[src/rtl/bbc_pkg.sv]
package bbc_pkg;

  localparam int NUM_SLOTS = 32;
  localparam int IDX_W     = $clog2(NUM_SLOTS);
  localparam int SLOT_W    = 5;
  localparam int DEV_W     = 8;
  localparam int BLK_W     = 32;
  localparam int CNT_W     = 8;

  localparam logic [CNT_W-1:0] CNT_MAX = {CNT_W{1'b1}};

  typedef logic [IDX_W-1:0] idx_t;

  typedef enum logic [1:0] {
    OP_GET     = 2'd0,
    OP_RELEASE = 2'd1,
    OP_PIN     = 2'd2,
    OP_UNPIN   = 2'd3
  } op_t;

  typedef enum logic [1:0] {
    STAT_OK     = 2'd0,
    STAT_NOFREE = 2'd1,
    STAT_UNDER  = 2'd2,
    STAT_SAT    = 2'd3
  } status_t;

  typedef enum logic [1:0] {
    SEQ_IDLE,
    SEQ_HIT_SCAN,
    SEQ_FREE_SCAN,
    SEQ_COMMIT
  } seq_state_t;

endpackage

[src/rtl/block_buffer_cache_lru.sv]
// LRU buffer cache slot manager with reference counts.
// Input channel (in_valid/in_ready) carries one request: op, device,
// block_number and slot_in. Output channel (out_valid/out_ready) returns one
// result per request: slot_out, status, hit, need_fill, ref_count.
// A get walks the slot table one entry a cycle through a single compare unit:
// a pass over all slots looking for a tag match, and on a miss a second pass
// for the least recent free slot, then the commit state. Release, pin and
// unpin skip both passes and go straight to commit. in_ready is high only
// while the sequencer is idle; one request is worked on at a time.
// The result sits in an output register, so a new request is taken while the
// previous result waits; if the receiver stalls, the commit cycle of the next
// request waits until the output register is free.
// Synchronous reset clears all tags, valid bits and counts to zero and sets
// the recency order so that the last slot is the most recent.
module block_buffer_cache_lru
  import bbc_pkg::*;
(
  input  logic              clk,
  input  logic              rst,
  input  logic              in_valid,
  output logic              in_ready,
  input  logic [1:0]        op,
  input  logic [DEV_W-1:0]  device,
  input  logic [BLK_W-1:0]  block_number,
  input  logic [SLOT_W-1:0] slot_in,
  output logic              out_valid,
  input  logic              out_ready,
  output logic [SLOT_W-1:0] slot_out,
  output logic [1:0]        status,
  output logic              hit,
  output logic              need_fill,
  output logic [CNT_W-1:0]  ref_count
);

  logic [DEV_W-1:0] tag_device      [NUM_SLOTS];
  logic [BLK_W-1:0] tag_block       [NUM_SLOTS];
  logic             data_valid      [NUM_SLOTS];
  logic [CNT_W-1:0] reference_count [NUM_SLOTS];
  idx_t             recency_rank    [NUM_SLOTS];

  seq_state_t state, state_next;
  idx_t idx, idx_next;
  idx_t sel, sel_next;
  idx_t best, best_next;
  logic found, found_next;
  logic hit_mode, hit_mode_next;

  op_t              op_q;
  logic [DEV_W-1:0] dev_q;
  logic [BLK_W-1:0] blk_q;
  logic [SLOT_W-1:0] slot_q;

  idx_t             rd;
  logic [DEV_W-1:0] r_dev;
  logic [BLK_W-1:0] r_blk;
  logic             r_valid;
  logic [CNT_W-1:0] r_cnt;
  idx_t             r_rank;
  logic             match, last, range_ok, cand;

  logic             load_out, tag_we, cnt_we, valid_we, promote;
  logic [CNT_W-1:0] cnt_wdata;
  logic [SLOT_W-1:0] o_slot;
  status_t          o_status;
  logic             o_hit, o_fill;
  logic [CNT_W-1:0] o_cnt;
  logic [NUM_SLOTS-1:0] rank_zero;

  // single read port of the slot table
  assign rd       = (state == SEQ_COMMIT) ? sel : idx;
  assign r_dev    = tag_device[rd];
  assign r_blk    = tag_block[rd];
  assign r_valid  = data_valid[rd];
  assign r_cnt    = reference_count[rd];
  assign r_rank   = recency_rank[rd];
  assign match    = (r_dev == dev_q) && (r_blk == blk_q);
  assign last     = (idx == idx_t'(NUM_SLOTS - 1));
  assign range_ok = (int'(slot_q) < NUM_SLOTS);

  always_comb begin
    state_next    = state;
    idx_next      = idx;
    sel_next      = sel;
    best_next     = best;
    found_next    = found;
    hit_mode_next = hit_mode;
    in_ready      = 1'b0;
    load_out      = 1'b0;
    tag_we        = 1'b0;
    cnt_we        = 1'b0;
    valid_we      = 1'b0;
    promote       = 1'b0;
    cnt_wdata     = r_cnt;
    cand          = 1'b0;
    o_slot        = SLOT_W'(sel);
    o_status      = STAT_OK;
    o_hit         = 1'b0;
    o_fill        = 1'b0;
    o_cnt         = '0;
    unique case (state)
      SEQ_IDLE: begin
        in_ready = 1'b1;
        if (in_valid) begin
          idx_next      = '0;
          found_next    = 1'b0;
          hit_mode_next = 1'b0;
          if (op_t'(op) == OP_GET) begin
            state_next = SEQ_HIT_SCAN;
          end else begin
            sel_next   = idx_t'(slot_in);
            state_next = SEQ_COMMIT;
          end
        end
      end
      SEQ_HIT_SCAN: begin
        // most recent matching tag, valid or not
        cand = match && (!found || (r_rank < best));
        if (cand) begin
          found_next = 1'b1;
          best_next  = r_rank;
          sel_next   = idx;
        end
        if (last) begin
          if (found || cand) begin
            hit_mode_next = 1'b1;
            state_next    = SEQ_COMMIT;
          end else begin
            found_next = 1'b0;
            idx_next   = '0;
            state_next = SEQ_FREE_SCAN;
          end
        end else begin
          idx_next = idx + idx_t'(1);
        end
      end
      SEQ_FREE_SCAN: begin
        // least recent slot with no references
        cand = (r_cnt == '0) && (!found || (r_rank > best));
        if (cand) begin
          found_next = 1'b1;
          best_next  = r_rank;
          sel_next   = idx;
        end
        if (last) begin
          state_next = SEQ_COMMIT;
        end else begin
          idx_next = idx + idx_t'(1);
        end
      end
      SEQ_COMMIT: begin
        if (!out_valid || out_ready) begin
          load_out   = 1'b1;
          state_next = SEQ_IDLE;
          if (op_q == OP_GET) begin
            if (hit_mode) begin
              o_hit = 1'b1;
              if (r_cnt == CNT_MAX) begin
                o_status = STAT_SAT;
                o_cnt    = CNT_MAX;
              end else begin
                cnt_we    = 1'b1;
                valid_we  = 1'b1;
                cnt_wdata = r_cnt + CNT_W'(1);
                o_fill    = !r_valid;
                o_cnt     = cnt_wdata;
              end
            end else if (found) begin
              tag_we    = 1'b1;
              cnt_we    = 1'b1;
              valid_we  = 1'b1;
              cnt_wdata = CNT_W'(1);
              o_fill    = 1'b1;
              o_cnt     = cnt_wdata;
            end else begin
              o_slot   = '0;
              o_status = STAT_NOFREE;
            end
          end else if (!range_ok) begin
            o_slot   = slot_q;
            o_status = STAT_NOFREE;
          end else if (op_q == OP_PIN) begin
            if (r_cnt == CNT_MAX) begin
              o_status = STAT_SAT;
              o_cnt    = CNT_MAX;
            end else begin
              cnt_we    = 1'b1;
              cnt_wdata = r_cnt + CNT_W'(1);
              o_cnt     = cnt_wdata;
            end
          end else begin
            if (r_cnt == '0) begin
              o_status = STAT_UNDER;
            end else begin
              cnt_we    = 1'b1;
              cnt_wdata = r_cnt - CNT_W'(1);
              o_cnt     = cnt_wdata;
              promote   = (op_q == OP_RELEASE) && (cnt_wdata == '0);
            end
          end
        end
      end
      default: state_next = SEQ_IDLE;
    endcase
  end

  always_ff @(posedge clk) begin
    if (rst) begin
      state <= SEQ_IDLE;
    end else begin
      state <= state_next;
    end
  end

  always_ff @(posedge clk) begin
    if (rst) begin
      idx       <= '0;
      sel       <= '0;
      best      <= '0;
      found     <= 1'b0;
      hit_mode  <= 1'b0;
      out_valid <= 1'b0;
      for (int i = 0; i < NUM_SLOTS; i++) begin
        tag_device[i]      <= '0;
        tag_block[i]       <= '0;
        data_valid[i]      <= 1'b0;
        reference_count[i] <= '0;
        recency_rank[i]    <= idx_t'(NUM_SLOTS - 1 - i);
      end
    end else begin
      idx      <= idx_next;
      sel      <= sel_next;
      best     <= best_next;
      found    <= found_next;
      hit_mode <= hit_mode_next;
      if (load_out) begin
        out_valid <= 1'b1;
      end else if (out_ready) begin
        out_valid <= 1'b0;
      end
      if (tag_we) begin
        tag_device[sel] <= dev_q;
        tag_block[sel]  <= blk_q;
      end
      if (valid_we) begin
        data_valid[sel] <= 1'b1;
      end
      if (cnt_we) begin
        reference_count[sel] <= cnt_wdata;
      end
      if (promote) begin
        for (int i = 0; i < NUM_SLOTS; i++) begin
          if (recency_rank[i] < recency_rank[sel]) begin
            recency_rank[i] <= recency_rank[i] + idx_t'(1);
          end
        end
        recency_rank[sel] <= '0;
      end
    end
  end

  // request and result payload
  always_ff @(posedge clk) begin
    if (in_valid && in_ready) begin
      op_q   <= op_t'(op);
      dev_q  <= device;
      blk_q  <= block_number;
      slot_q <= slot_in;
    end
    if (load_out) begin
      slot_out  <= o_slot;
      status    <= o_status;
      hit       <= o_hit;
      need_fill <= o_fill;
      ref_count <= o_cnt;
    end
  end

  always_comb begin
    for (int i = 0; i < NUM_SLOTS; i++) begin
      rank_zero[i] = (recency_rank[i] == '0);
    end
  end

  a_one_most_recent: assert property (@(posedge clk) disable iff (rst)
    $onehot(rank_zero))
    else $error("recency order lost its most recent slot");

  a_nofree_clean: assert property (@(posedge clk) disable iff (rst)
    out_valid && (status == STAT_NOFREE) |-> !hit && !need_fill && (ref_count == '0))
    else $error("no-free result carries data");

  a_ok_get_counted: assert property (@(posedge clk) disable iff (rst)
    out_valid && (status == STAT_OK) && (hit || need_fill) |-> (ref_count != '0))
    else $error("granted slot has zero references");

  a_busy_not_ready: assert property (@(posedge clk) disable iff (rst)
    in_valid && in_ready |=> !in_ready)
    else $error("request taken while sequencer busy");

endmodule

[config.mk]
export PLATFORM = sky130hd
export DESIGN_NAME = block_buffer_cache_lru
export DESIGN_NICKNAME = d
export VERILOG_FILES = /design/src/rtl/bbc_pkg.sv /design/src/rtl/block_buffer_cache_lru.sv
export SDC_FILE = /design/constraint.sdc
export NUM_CORES = 2
export LEC_CHECK = 0
export BUFFER_PORTS_ARGS = -buffer_cell sky130_fd_sc_hd__buf_2
export CAP_MARGIN = 25
export CELL_PAD_IN_SITES_DETAIL_PLACEMENT = 1
export CELL_PAD_IN_SITES_GLOBAL_PLACEMENT = 2
export CORE_MARGIN = 3
export CORE_UTILIZATION = 30
export DETAILED_ROUTE_END_ITERATION = 8
export GPL_TIMING_DRIVEN = 1
export PLACE_DENSITY_LB_ADDON = 0.1
export SLEW_MARGIN = 10
export SYNTH_ARGS = -nofsm -noshare
export SYNTH_HDL_FRONTEND = slang
export SYNTH_SLANG_ARGS = --single-unit
export TNS_END_PERCENT = 10
[constraint.sdc]
create_clock -name clk -period 9.1 [get_ports clk]
set_input_delay 1.365 -clock clk [delete_from_list [all_inputs] [get_ports clk]]
set_output_delay 1.365 -clock clk [all_outputs]
set_load 0.01 [all_outputs]
## After elaboration in Yosys (flattened, before gate mapping)

Memories as Yosys holds them, arrays and structs flattened. A register that Yosys moved wholly into a read port is not among the register bits.
Index checks and enable logic that the tools add are counted.

| operators by class | value |
|---|---|
| add/subtract/negate cells | 35 |
| multiply operators | 0 |
| div/mod/pow operators | 0 |
| magnitude comparators | 34 |
| equal/unequal tests | 19 |
| shift operators | 0 |
| multiplexer cells | 271 |
| bitwise operators | 32 |
| reduce and logical (&&, ||, !) cells | 33 |

Operators with widths:

| kind | count |
|---|---|
| 5-bit 2-to-1 mux | 54 |
| 1-bit 2-to-1 mux | 185 |
| 5-bit by 1-bit adder with 5-bit output (second input constant) | 33 |
| 5-bit less-than comparator | 33 |
| 8-bit 2-to-1 mux | 15 |
| 32-bit == test | 1 |
| 32-bit 2-to-1 mux | 1 |
| 1-bit bitwise OR | 32 |
| 32-bit OR reduction | 1 |
| 5-bit case mux with 3 select lines | 2 |
| 2-bit 2-to-1 mux | 10 |
| 8-bit logical NOT | 2 |
| 2-bit inequality test (second input constant) | 8 |
| 8-bit OR reduction | 2 |
| 4-bit AND reduction | 3 |
| 5-bit case mux with 2 select lines | 1 |
| 3-bit AND reduction | 3 |
| 8-bit by 1-bit adder with 8-bit output (second input constant) | 1 |
| 8-bit == test | 1 |
| 8-bit == test (second input constant) | 1 |
| 2-bit case mux with 4 select lines | 1 |
| 8-bit by 1-bit subtractor with 8-bit output (second input constant) | 1 |
| 2-bit == test (second input constant) | 3 |
| 2-bit logical NOT | 3 |
| other kinds (15) | 27 |

| storage, ports and cells | value |
|---|---|
| bits in registers | 79 |
| latch bits | 0 |
| RAM bits | 1728 |
| memory bits (read-only) | 0 |
| input bits | 51 |
| memories kept | 5 |

Memory list:

| name | depth | bits a word | rd ports | clocked after Yosys merged registers in | write ports | line | text |
|---|---|---|---|---|---|---|---|
| tag_block | 32 | 32 | 1 | 0 | 32 | block_buffer_cache_lru.sv:36 | `logic [BLK_W-1:0] tag_block [NUM_SLOTS];` |
| reference_count | 32 | 8 | 1 | 0 | 32 | block_buffer_cache_lru.sv:38 | `logic [CNT_W-1:0] reference_count [NUM_SLOTS];` |
| tag_device | 32 | 8 | 1 | 0 | 32 | block_buffer_cache_lru.sv:35 | `logic [DEV_W-1:0] tag_device [NUM_SLOTS];` |
| recency_rank | 32 | 5 | 34 | 1 | 33 | block_buffer_cache_lru.sv:39 | `idx_t recency_rank [NUM_SLOTS];` |
| data_valid | 32 | 1 | 1 | 0 | 32 | block_buffer_cache_lru.sv:37 | `logic data_valid [NUM_SLOTS];` |

## Longest topological paths before layout

An unclocked memory read counts as a cell.

| logic depth | value |
|---|---|
| depth after elaboration | 15 |
| mapped depth | 30 |
| depth with buffers taken out | 20 |

## Least setup slack after synthesis

OpenSTA, ideal clock, no wires.

| timing | value |
|---|---|
| path type | reg-to-reg |
| start point | reg state[1] |
| end point | mem tag_block[9][0], enable pin |
| setup time | 0.493 ns |
| arrival | 5.865 ns |
| path slack | 2.742 ns |
| cell stages (with the launch flop) | 18 |
| path buffers | 11 |
| clock period less this slack | 6.358 ns |
| cells stage by stage | dfxtp_1 -> ha_1 -> buf_6 -> buf_6 -> buf_6 -> buf_4 -> buf_4 -> buf_2 -> buf_2 -> nand2b_1 -> clkbuf_1 -> inv_1 -> nand2_1 -> or3_1 -> clkbuf_1 -> clkbuf_1 -> clkbuf_1 -> o21ai_0 |

RTL lines:

| item | line | text |
|---|---|---|
| from (decl) | block_buffer_cache_lru.sv:41 | `seq_state_t state, state_next;` |
| from (signal assigned) | block_buffer_cache_lru.sv:210 | `state <= state_next;` |
| to (decl) | block_buffer_cache_lru.sv:36 |  |

==> run metrics <==
status=complete, no violations; uppermost routed layer=met5; Area contributors post-synth=edfxtp_1 (51%), and2_1 (8.8%), dfxtp_1 (4.6%), mux4_2 (4.5%), a21oi_1 (3.3%); clk slew on worst S/H paths=around 0.060 ns; CTS tree=done; synthesized cell area=around 95000 um^2; CTS buffer count=about 230; share of the synthesized area in the top cell type=around half; post-CTS setup repair buffer count=0; hold buffer count at CTS=0; fin crit period=around 8 ns; cell area power density=roughly 230 nW/um^2; VDD IR-drop max=0.156 mV; endpoints failing setup=0; first-pass GRT wire length=between 600000 and 700000 um; Critical Path, Cell by Cell=ha_4 -> buf_12 -> mux2i_4 -> buf_4 -> buf_12 -> buf_4 -> nand3_1 -> a21oi_1 -> nand3b_1 -> nand4_1 -> xnor2_1 -> nand4_1 -> nand4b_1 -> o41ai_4 -> a21oi_1 -> a311oi_1; relative slew slack=~21%; Core Rows=approximately 200; leakage=around 38 nW; clk sink count=between 1.5k and 2k; net count after synthesis=approximately 9k; final hold viol count=0; Buf/Inv on CP=4; Yosys warnings=0; largest net degree at the start of global routing=approximately 130; total track usage=just under 30%; die height=567 um; met3 wire length=roughly 35000 um; Fmax achieved=roughly 130 MHz; vias in the first global route=about 76k; Sum Neg Setup Slack=0 ns; Post-Route Utilization=34.4%; NumNets Final=8654; initial antenna violation count=61; First-pass DRT Iterations=8; Area Growth Syn to Fin=13.9%; register area=~52000 um^2; 1st-iter DRT viols=around 8.9k; Port-buffer cells=69; top cell family by delay on the critical path=compound AO/OA/AOI/OAI gates; worst endpoint required time=about 9.9 ns; Seq/Total Area, Yosys=55.2%; final worst-path cycle share=between 80% and 90%; routed len/inst=approximately 38 um; Worst setup SP type=register; drt drc=0; Die Wd=about 570 um; number of flops mapped to enable cells by yosys=1595; syn avg cell area=11.0 um^2; clock latency on the worst-skew pair=slightly above 0.9 ns; starting density of the core=a little under a third; filler instances=33.8k; area of the multi-input gates=between 30000 and 40000 um^2; WL met1=between 200000 and 250000 um; DR vias=about 76k; Worst setup EP type=register; CP max stage cell=o41ai_4; via density per instance=approximately 6.0; H-tree depth=4; Max Slew Vio Count=0; slowest stage delay, CP=around 1.2 ns; ys async rst share=0%; met2 wire length=225000 um; die area=322000 um^2; worst-path maximum fanout=64; Clock Skews=between 0.06 and 0.07 ns; Resized cells post-CTS=0; share of layout cells above drive strength 1=between 10 and 15%; RSZ-0062 raised after global routing=false; area leader, netlist=edfxtp_1; Top FF cell, synth=edfxtp_1; grt ovf=0; clk buf depth=4; CP arrival=8.65 ns; hpwl dp=288000 um; Root Buffer=clkbuf_16; Post-Syn Instances=between 8k and 9k; CP Class=register to register; gp weighted congestion=0.827; I/O Pins=70; Hold Path Class=register to register; core area=~310000 um^2; Antenna Nets Post-Route=0; measured slew at the worst slew-check pin=roughly 1.2 ns; Routed WL=approximately 480000 um; Max Cap Viol=0; library cells used by synthesis=approximately 100; Seq cells post-synth=~1.8k
## cell families after synthesis
family                     Yosys count  synth area share, %
AOI/OAI and AO/OA                 2079                 14.1
xor gates and xnor gates            45                0.417
adders and majority gates          178                 2.36
buffers and inverters              811                 3.82
DFF                               1812                 55.2
muxes                              300                 5.76
and+or+nand+nor                   3340                 18.3
## synth_stat cells, types with 15 or more instances
| cell type | number |
|---|---|
| buf_1 | 46 |
| a21boi_0 | 62 |
| o2111ai_1 | 23 |
| buf_4 | 41 |
| mux2i_1 | 87 |
| and2_1 | 1325 |
| a32oi_1 | 23 |
| nand4_1 | 82 |
| or4_1 | 15 |
| nand2b_1 | 15 |
| o31ai_1 | 28 |
| dfxtp_1 | 217 |
| nor4_1 | 27 |
| nand2_1 | 803 |
| and3_1 | 19 |
| nand3b_1 | 26 |
| clkbuf_1 | 435 |
| o21ai_0 | 382 |
| o221ai_1 | 21 |
| a31oi_1 | 121 |
| nor2b_1 | 84 |
| o22ai_1 | 78 |
| nor2_1 | 560 |
| nor3_1 | 93 |
| a22oi_1 | 36 |
| a21o_1 | 55 |
| o211ai_1 | 148 |
| mux4_2 | 191 |
| a221o_1 | 35 |
| a21oi_1 | 623 |
| a211oi_1 | 198 |
| xnor2_1 | 28 |
| a221oi_1 | 36 |
| xor2_1 | 17 |
| buf_6 | 19 |
| buf_2 | 219 |
| mux2_2 | 15 |
| or3_1 | 17 |
| a41oi_1 | 18 |
| inv_1 | 49 |
| nand3_1 | 222 |
| edfxtp_1 | 1595 |
| o21a_1 | 41 |
| ha_1 | 178 |
## worst paths after layout
kind / from / endpoint / slack [ns] / depth (start not counted)
worst min register to register: data_valid[1]$_DFF_P_ / data_valid[1]$_DFF_P_ / 0.47 / 2
worst max-delay path: state[1]$_SDFFE_PP0P_ / register / 1.23 / 16
worst min-delay path: data_valid[1]$_DFF_P_ / data_valid[1]$_DFF_P_ / 0.47 / 2
worst max register to register: state[1]$_SDFFE_PP0P_ / register / 1.23 / 16
## sequential cells by signal (all words and copies together) (netlist names), 8 cells and up, named ones only
register         cells
tag_block         1024
reference_count    256
recency_rank       160
ref_count            8
dev_q                8
blk_q               32
tag_device         256
data_valid          32
## worst min-delay path, cell delays in order, from the launching register on
cell and delay, ns:
dfxtp_1 0.32, a21oi_1 0.04, nor2_1 0.07
## power breakdown
part / total, mW / switching [mW] / internal [mW] / leakage (nW)
registers: 9.62 / 0.252 / 9.37 / 18.2
logic: 6.74 / 4.94 / 1.79 / 16.0
clock network: 8.83 / 3.91 / 4.93 / 3.38
## per-stage QoR
step	setup WS, ns	power, mW	area (um^2)	cells	hold WS [ns]
after floorplan	2.74	13.4	94600	8565	0.431
after global placement	1.30	16.4	100000	12319	0.443
after detailed placement	1.37	16.5	101000	12335	0.453
after CTS	1.34	25.3	108000	12750	0.467
after global routing	0.959	26.1	108000	12755	0.496
final	1.23	25.2	108000	12795	0.469
## metal layers
metal	vias to the layer above	global-route usage, %
met4	12	10.8
li1	31486	-
met3	813	3.78
met2	3441	47.6
met1	40598	39.5
met5	-	0
## placed cells by master (no fill, tap or decap), types with 25 or more instances in the layout
cell type / synthesis / layout
edfxtp_1: 1595 / 1595
and2_1: 1325 / 1325
nand2_1: 803 / 802
a21oi_1: 623 / 619
nor2_1: 560 / 517
o21ai_0: 382 / 348
buf_4: 41 / 281
clkbuf_16: 0 / 228
nand3_1: 222 / 222
dfxtp_1: 217 / 211
a211oi_1: 198 / 197
mux4_2: 191 / 191
ha_1: 178 / 177
o211ai_1: 148 / 148
a31oi_1: 121 / 120
nor3_1: 93 / 93
nor2b_1: 84 / 83
nand4_1: 82 / 82
mux2i_1: 87 / 79
o22ai_1: 78 / 78
clkbuf_1: 435 / 73
buf_2: 219 / 69
a21boi_0: 62 / 62
clkinv_1: 1 / 56
a21o_1: 55 / 55
diode_2: 0 / 44
inv_1: 49 / 43
o21a_1: 41 / 41
a22oi_1: 36 / 36
a221oi_1: 36 / 36
a221o_1: 35 / 35
nor2_4: 0 / 34
o21ai_4: 0 / 32
buf_12: 0 / 29
o31ai_1: 28 / 28
nor4_1: 27 / 27
nand3b_1: 26 / 26
xnor2_1: 28 / 25
## layout make-up
class | instances | share of cell area [%]
flip-flops and latches | 1812 | 48.5
multi-input cells | 5942 | 36.8
clock buffers | 312 | 5.69
well taps | 4140 | 4.81
repair buffers | 391 | 3.06
clock inverters | 103 | 0.776
inverters | 51 | 0.201
diodes | 44 | 0.102
No activity file was read; power rests on OpenSTA's default activity.
